==> src/rtl/bstt_pkg.sv <==
// ----------------------------------------------------------------------------
// bstt_pkg
// Shared types and constants of the bounded slot tracking table.
// ----------------------------------------------------------------------------
`default_nettype none

package bstt_pkg;

  localparam int TABLE_ENTRIES = 64;

  localparam logic [2:0] OP_SET   = 3'd0;
  localparam logic [2:0] OP_ERASE = 3'd1;
  localparam logic [2:0] OP_COPY  = 3'd2;
  localparam logic [2:0] OP_INVAL = 3'd3;
  localparam logic [2:0] OP_FIND  = 3'd4;

  typedef struct packed {
    logic [2:0]  operation;
    logic [31:0] key_owner;
    logic [31:0] key_rest;
    logic [31:0] src_owner;
    logic [31:0] src_rest;
    logic [63:0] content_handle;
    logic [31:0] content_payload;
  } in_item_t;

  typedef struct packed {
    logic        accepted;
    logic        hit;
    logic [63:0] hit_handle;
    logic [31:0] hit_payload;
  } out_item_t;

  typedef struct packed {
    logic [63:0] handle;
    logic [31:0] payload;
  } content_t;

  typedef struct packed {
    logic        look;
    logic        wr_dst;
    logic        ins;
    logic        clr_dst;
    logic        clr_inv;
    logic [31:0] owner;
    logic [31:0] rest;
    logic [31:0] src_owner;
    logic [31:0] src_rest;
    logic [63:0] handle;
    logic [31:0] payload;
  } cell_cmd_t;

endpackage

`default_nettype wire

==> src/rtl/bstt_cell.sv <==
// ----------------------------------------------------------------------------
// bstt_cell
// One table entry: key compare, masked content read, free-slot chain link.
// ----------------------------------------------------------------------------
`default_nettype none

module bstt_cell import bstt_pkg::*; (
  input  wire logic      clk,
  input  wire logic      rst_n,
  input  wire cell_cmd_t cmd,
  input  wire logic      free_in,
  output logic           free_out,
  output logic           dst_match,
  output logic           src_match,
  output content_t       dst_data,
  output content_t       src_data
);

  logic        valid_r;
  logic        dst_hit_r;
  logic        inv_hit_r;
  logic [31:0] owner_r;
  logic [31:0] rest_r;
  logic [63:0] handle_r;
  logic [31:0] payload_r;
  logic        inv_cmp;
  logic        first_free;
  logic        valid_nxt;

  assign dst_match  = valid_r && owner_r == cmd.owner && rest_r == cmd.rest;
  assign src_match  = valid_r && owner_r == cmd.src_owner && rest_r == cmd.src_rest;
  assign inv_cmp    = valid_r && owner_r == cmd.owner && handle_r == cmd.handle;
  assign dst_data   = dst_match ? content_t'{handle_r, payload_r} : '0;
  assign src_data   = src_match ? content_t'{handle_r, payload_r} : '0;
  assign first_free = !valid_r && !free_in;
  assign free_out   = free_in || !valid_r;

  always_comb begin
    valid_nxt = valid_r;
    if (cmd.ins && first_free) begin
      valid_nxt = 1'b1;
    end else if ((cmd.clr_dst && dst_hit_r) || (cmd.clr_inv && inv_hit_r)) begin
      valid_nxt = 1'b0;
    end
  end

  always_ff @(posedge clk) begin
    if (!rst_n) begin
      valid_r   <= 1'b0;
      dst_hit_r <= 1'b0;
      inv_hit_r <= 1'b0;
    end else begin
      valid_r <= valid_nxt;
      if (cmd.look) begin
        dst_hit_r <= dst_match;
        inv_hit_r <= inv_cmp;
      end
    end
  end

  always_ff @(posedge clk) begin
    if (cmd.ins && first_free) begin
      owner_r <= cmd.owner;
      rest_r  <= cmd.rest;
    end
    if ((cmd.ins && first_free) || (cmd.wr_dst && dst_hit_r)) begin
      handle_r  <= cmd.handle;
      payload_r <= cmd.payload;
    end
  end

endmodule

`default_nettype wire
==> config.mk <==
export PLATFORM = sky130hd
export DESIGN_NAME = bstt_cell
export DESIGN_NICKNAME = d
export VERILOG_FILES = /design/src/rtl/bstt_pkg.sv /design/src/rtl/bstt_cell.sv
export SDC_FILE = /design/constraint.sdc
export NUM_CORES = 1
export LEC_CHECK = 0
export CAP_MARGIN = 20
export CORE_AREA = 3 3 164 166
export DETAILED_ROUTE_END_ITERATION = 7
export DIE_AREA = 0 0 167 169
export DONT_BUFFER_PORTS = 1
export GPL_ROUTABILITY_DRIVEN = 0
export PLACE_DENSITY_LB_ADDON = 0.2
export SLEW_MARGIN = 40
export SYNTH_ARGS = -nofsm -noshare
export SYNTH_HDL_FRONTEND = slang
export SYNTH_SLANG_ARGS = --single-unit
==> constraint.sdc <==
create_clock -name clk -period 12.9 [get_ports clk]
set_input_delay 1.29 -clock clk [delete_from_list [all_inputs] [get_ports clk]]
set_output_delay 1.29 -clock clk [all_outputs]
set_load 0.02 [all_outputs]
# Word-level counts from Yosys, hierarchy flattened

Index checks and enable logic that the tools add are counted.

Register bits: 163
Input port bits: 232
Output and inout bits: 195
Word-level logic and storage cells: 32

Eq/ne operators: 5
Mux-type cells: 4
Reductions and logical operators: 16

Operator list:

| cell                 | count |
|---|---|
| 96-bit two-way mux   | 2 |
| 32-bit equality test | 4 |
| 64-bit equality test | 1 |
| 1-bit logical AND    | 10 |
| 1-bit logical OR     | 3 |
| 1-bit zero test      | 2 |
| 1-bit two-way mux    | 2 |
| 2-bit nonzero test   | 1 |

# Longest topological paths before layout

Depth after elaboration: 4
Depth in mapped cells: 9
Gate-level depth less buffers: 6

# Worst setup path before layout

OpenSTA, ideal clock, no wires.

Path type: input-to-reg
Start point: input free_in
End point: register handle_r[0], enable pin
Setup time: 453 ps
Arrival: 8103 ps
Required time: 12447 ps
Setup slack: 4344 ps
Cell stages on the path: 2
Buffers on the path: 0
Cell sequence: nor3b_1 -> a21o_1

Longest elaborated chain between the ends: 4

RTL lines:

| what                 | RTL line        | RTL |
|---|---|---|
| start, declared      | bstt_cell.sv:11 | `input wire logic free_in,` |
| 1-bit zero test      | bstt_cell.sv:35 | `assign first_free = !valid_r && !free_in;` |
| 1-bit logical AND    | bstt_cell.sv:35 |  |
| 1-bit logical AND    | bstt_cell.sv:66 | `if ((cmd.ins && first_free) \|\| (cmd.wr_dst && dst_hit_r)) begin` |
| 1-bit logical OR     | bstt_cell.sv:66 |  |
| end signal, assigned | bstt_cell.sv:67 | `handle_r <= cmd.handle;` |
| end, declared        | bstt_cell.sv:24 | `logic [63:0] handle_r;` |

No other way between the ends.
A chain may end at the register's enable or synchronous reset.

==> reports/qor.yml <==
clock_tree:
  cts_tree: "yes"
  path_clk_slew_ps: 60
  clockRootBuffer: "clkbuf_16"
  cts_sinks: 163
  clock_latency_ps: 420
  cts.repair.resized: 0
  holdBufCountCts: 0
  clk_path_buf_depth: 2
  htreeDepth: 4
  postCtsSetupRepairBufs: 0
  numCtsBuffers: 17
run_status:
  status: "finished clean"
placement:
  portBuffers: 0
  hpwlAfterDp_um: 20400
  dp.cells: 998
  pre_cts_slack_ps: 7550
power_and_ir_drop:
  vdd.ir_drop.worst_v: 0.0000906
  power.total_uw: 1190
  pwr-share-comb_pct: 5.9
  p_clk_share_pct: 41.0
  p_seq_share_pct: 53.1
  p_sw_share_pct: 23.0
  p_leak_uw: 0.00318
  p_int_uw: 915
  power_switching_uw: 274
  powerDensity_nw_per_um2: 126
synth:
  yosysSeqAreaShare_pct: 57.4
  ys_seq_elements: 163
  synth.distinct_cells: 39
  synth-warning-count: 0
  synthCells: 679
  netlist_area_um2: 8480
  synthArstFlopShare_pct: 0
  synth_fp_nets: 911
  yosysTopAreaCellShare_pct: 56.7
  synth_area_per_cell_um2: 12.5
  synth_top_flop_cell: "edfxtp_1"
  synth_top_cell_by_area: "edfxtp_1"
  yosys-top-cells-area: "edfxtp_1 (57%), and2_1 (14%), xnor2_1 (8.8%), xor2_1 (8.4%), nand4_1 (1.8%)"
  synth-edff-count: 160
floorplan:
  die_width_um: 167
  die-area_um2: 28200
  ios: 427
  start_util_pct: 32.9
  die_h_um: 169
  core_area_um2: 25800
  row_count: 59
critical_path:
  path_class: "input port to primary output"
  critical_path_required_ps: 11610
  end_kind: "primary output"
  crit_fanout: 90
  crit_arrival_ps: 3940
  setup.worst_path.start_class: "input port"
final_layout:
  fin_cells: 1031
  syn_to_final_growth_pct: 11.3
  drive_gt1_share_pct: 6.03
  utilization_pct: 36.6
  nets: 915
  antenna_cells: 0
timing:
  rsz0062_at_grt: "false"
  worstMarginPinSlew_ps: 803
  timing.final.crit_period_ps: 5230
  fmax_mhz: 191
  min_period_over_period_pct: 40.5
  setup_ws_ps: 7670
  maxSlewViolCount: 0
  fin_skew_ps: 10.1
  final_hold_viol_count: 0
  slew_headroom_pct: 46.0
  finalSetupTns_ps: 0
  finalSetupViolations: 0
min_path:
  worstHoldPathType: "flop to flop"
grt:
  antenna_found_initial: 1
  grt_overflow: 0
  grt_first_pass_wirelength_um: 36200
  grt_max_degree: 91
  track_usage_pct: 17.2
  grt_pass1_vias: 5473
detailed_routing:
  finalWirelength_um: 25500
  ant_nets: 0
  wl_per_cell_um: 24.7
  drtPass1Iterations: 4
  vias: 5159
  drc: 0
  viasPerCell: 5.00
  drt_iter0_markers: 268
job:
  drv_cap: 0
[synth_stat cells, drive strengths merged (7+ instances only)]
master  number
xnor2       85
nand4       25
clkbuf      15
xor2        81
inv         19
edfxtp     160
nor2b       15
nor4        25
and2       189
nor3         7
nand2b       8
[state kept, by name, indices dropped and copies added, names as in the netlist]
register and flops:
payload_r 32, dst_hit_r 1, handle_r 64, owner_r 32, rest_r 32, valid_r 1
inv_hit_r 1
[layer usage]
layer / share of wire [%] / up-vias / GRT usage, %
met2: 50 / 282 / 29.4
met4: 2.5 / 0 / 5.31
met5: 0 / - / 0
met1: 39 / 2492 / 20.3
li1: - / 2359 / -
met3: 8.6 / 26 / 6.42
[kinds of logic (layout without fill, tap and decap cells)]
group | Yosys count | in the layout | synth area share [%]
DFF | 163 | 163 | 57.4
buffers and inverters | 40 | 57 | 2.11
AOI/OAI and AO/OA | 26 | 26 | 2.45
xor gates and xnor gates | 166 | 166 | 17.1
and+or+nand+nor | 284 | 284 | 20.9
[through the flow]
| step | cell area (um2) | hold WS [ps] |
|---|---|---|
| after floorplan | 8480 | 444 |
| after global placement | 8850 | 467 |
| after detailed placement | 8860 | 495 |
| after CTS | 9420 | 504 |
| after global routing | 9440 | 538 |
| final | 9440 | 508 |
[power groups by stage]
stage / Clock [uW] / Sequential (uW) / Combinational [uW]
3_3_place_gp: 0 / 642 / 68.7
2_1_floorplan: 0 / 636 / 53.5
6_report: 487 / 631 / 70.3
5_1_grt: 526 / 634 / 77.7
3_5_place_dp: 0 / 642 / 69.8
4_1_cts: 504 / 631 / 70.4
[critical path, stage by stage]
cell and delay [ps]:
xor2_1 130, nor4_1 620, nand3_1 120, or3_1 520
nor2_4 250, buf_4 570, and2_1 360
[path summary, 6_finish.rpt]
check	start	to	slack, ps	depth (start not counted)
max	cmd[217]	dst_data[92]	7670	7
min	inv_hit_r	inv_hit_r	510	2
max reg2reg	valid_r	payload_r[25]	10270	5
min reg2reg	inv_hit_r	inv_hit_r	510	2
[cell type report]
| class | instances | area, um2 |
|---|---|---|
| timing repair buffer | 6 | 61.3 |
| tap | 335 | 419 |
| clock buffer | 19 | 433 |
| multi-input combinational | 476 | 3460 |
| clock inverter | 13 | 126 |
| sequential | 163 | 4860 |
| inverter | 19 | 71.3 |
| fill | 2489 | 16300 |
[cell usage in the layout, fill, tap and decap left out, drive strengths merged, types with 3 or more instances in the layout]
cell,instances
clkbuf,19
inv,24
and2,189
edfxtp,160
nand2b,8
nand3,6
a2111oi,3
nor4,25
dfxtp,3
xnor2,85
a22oi,3
clkinv,5
nand4,25
o22ai,5
buf,6
xor2,81
nor3,7
nor2b,15
a2111o,3
Note: power is estimated with default switching activity, not from simulation.
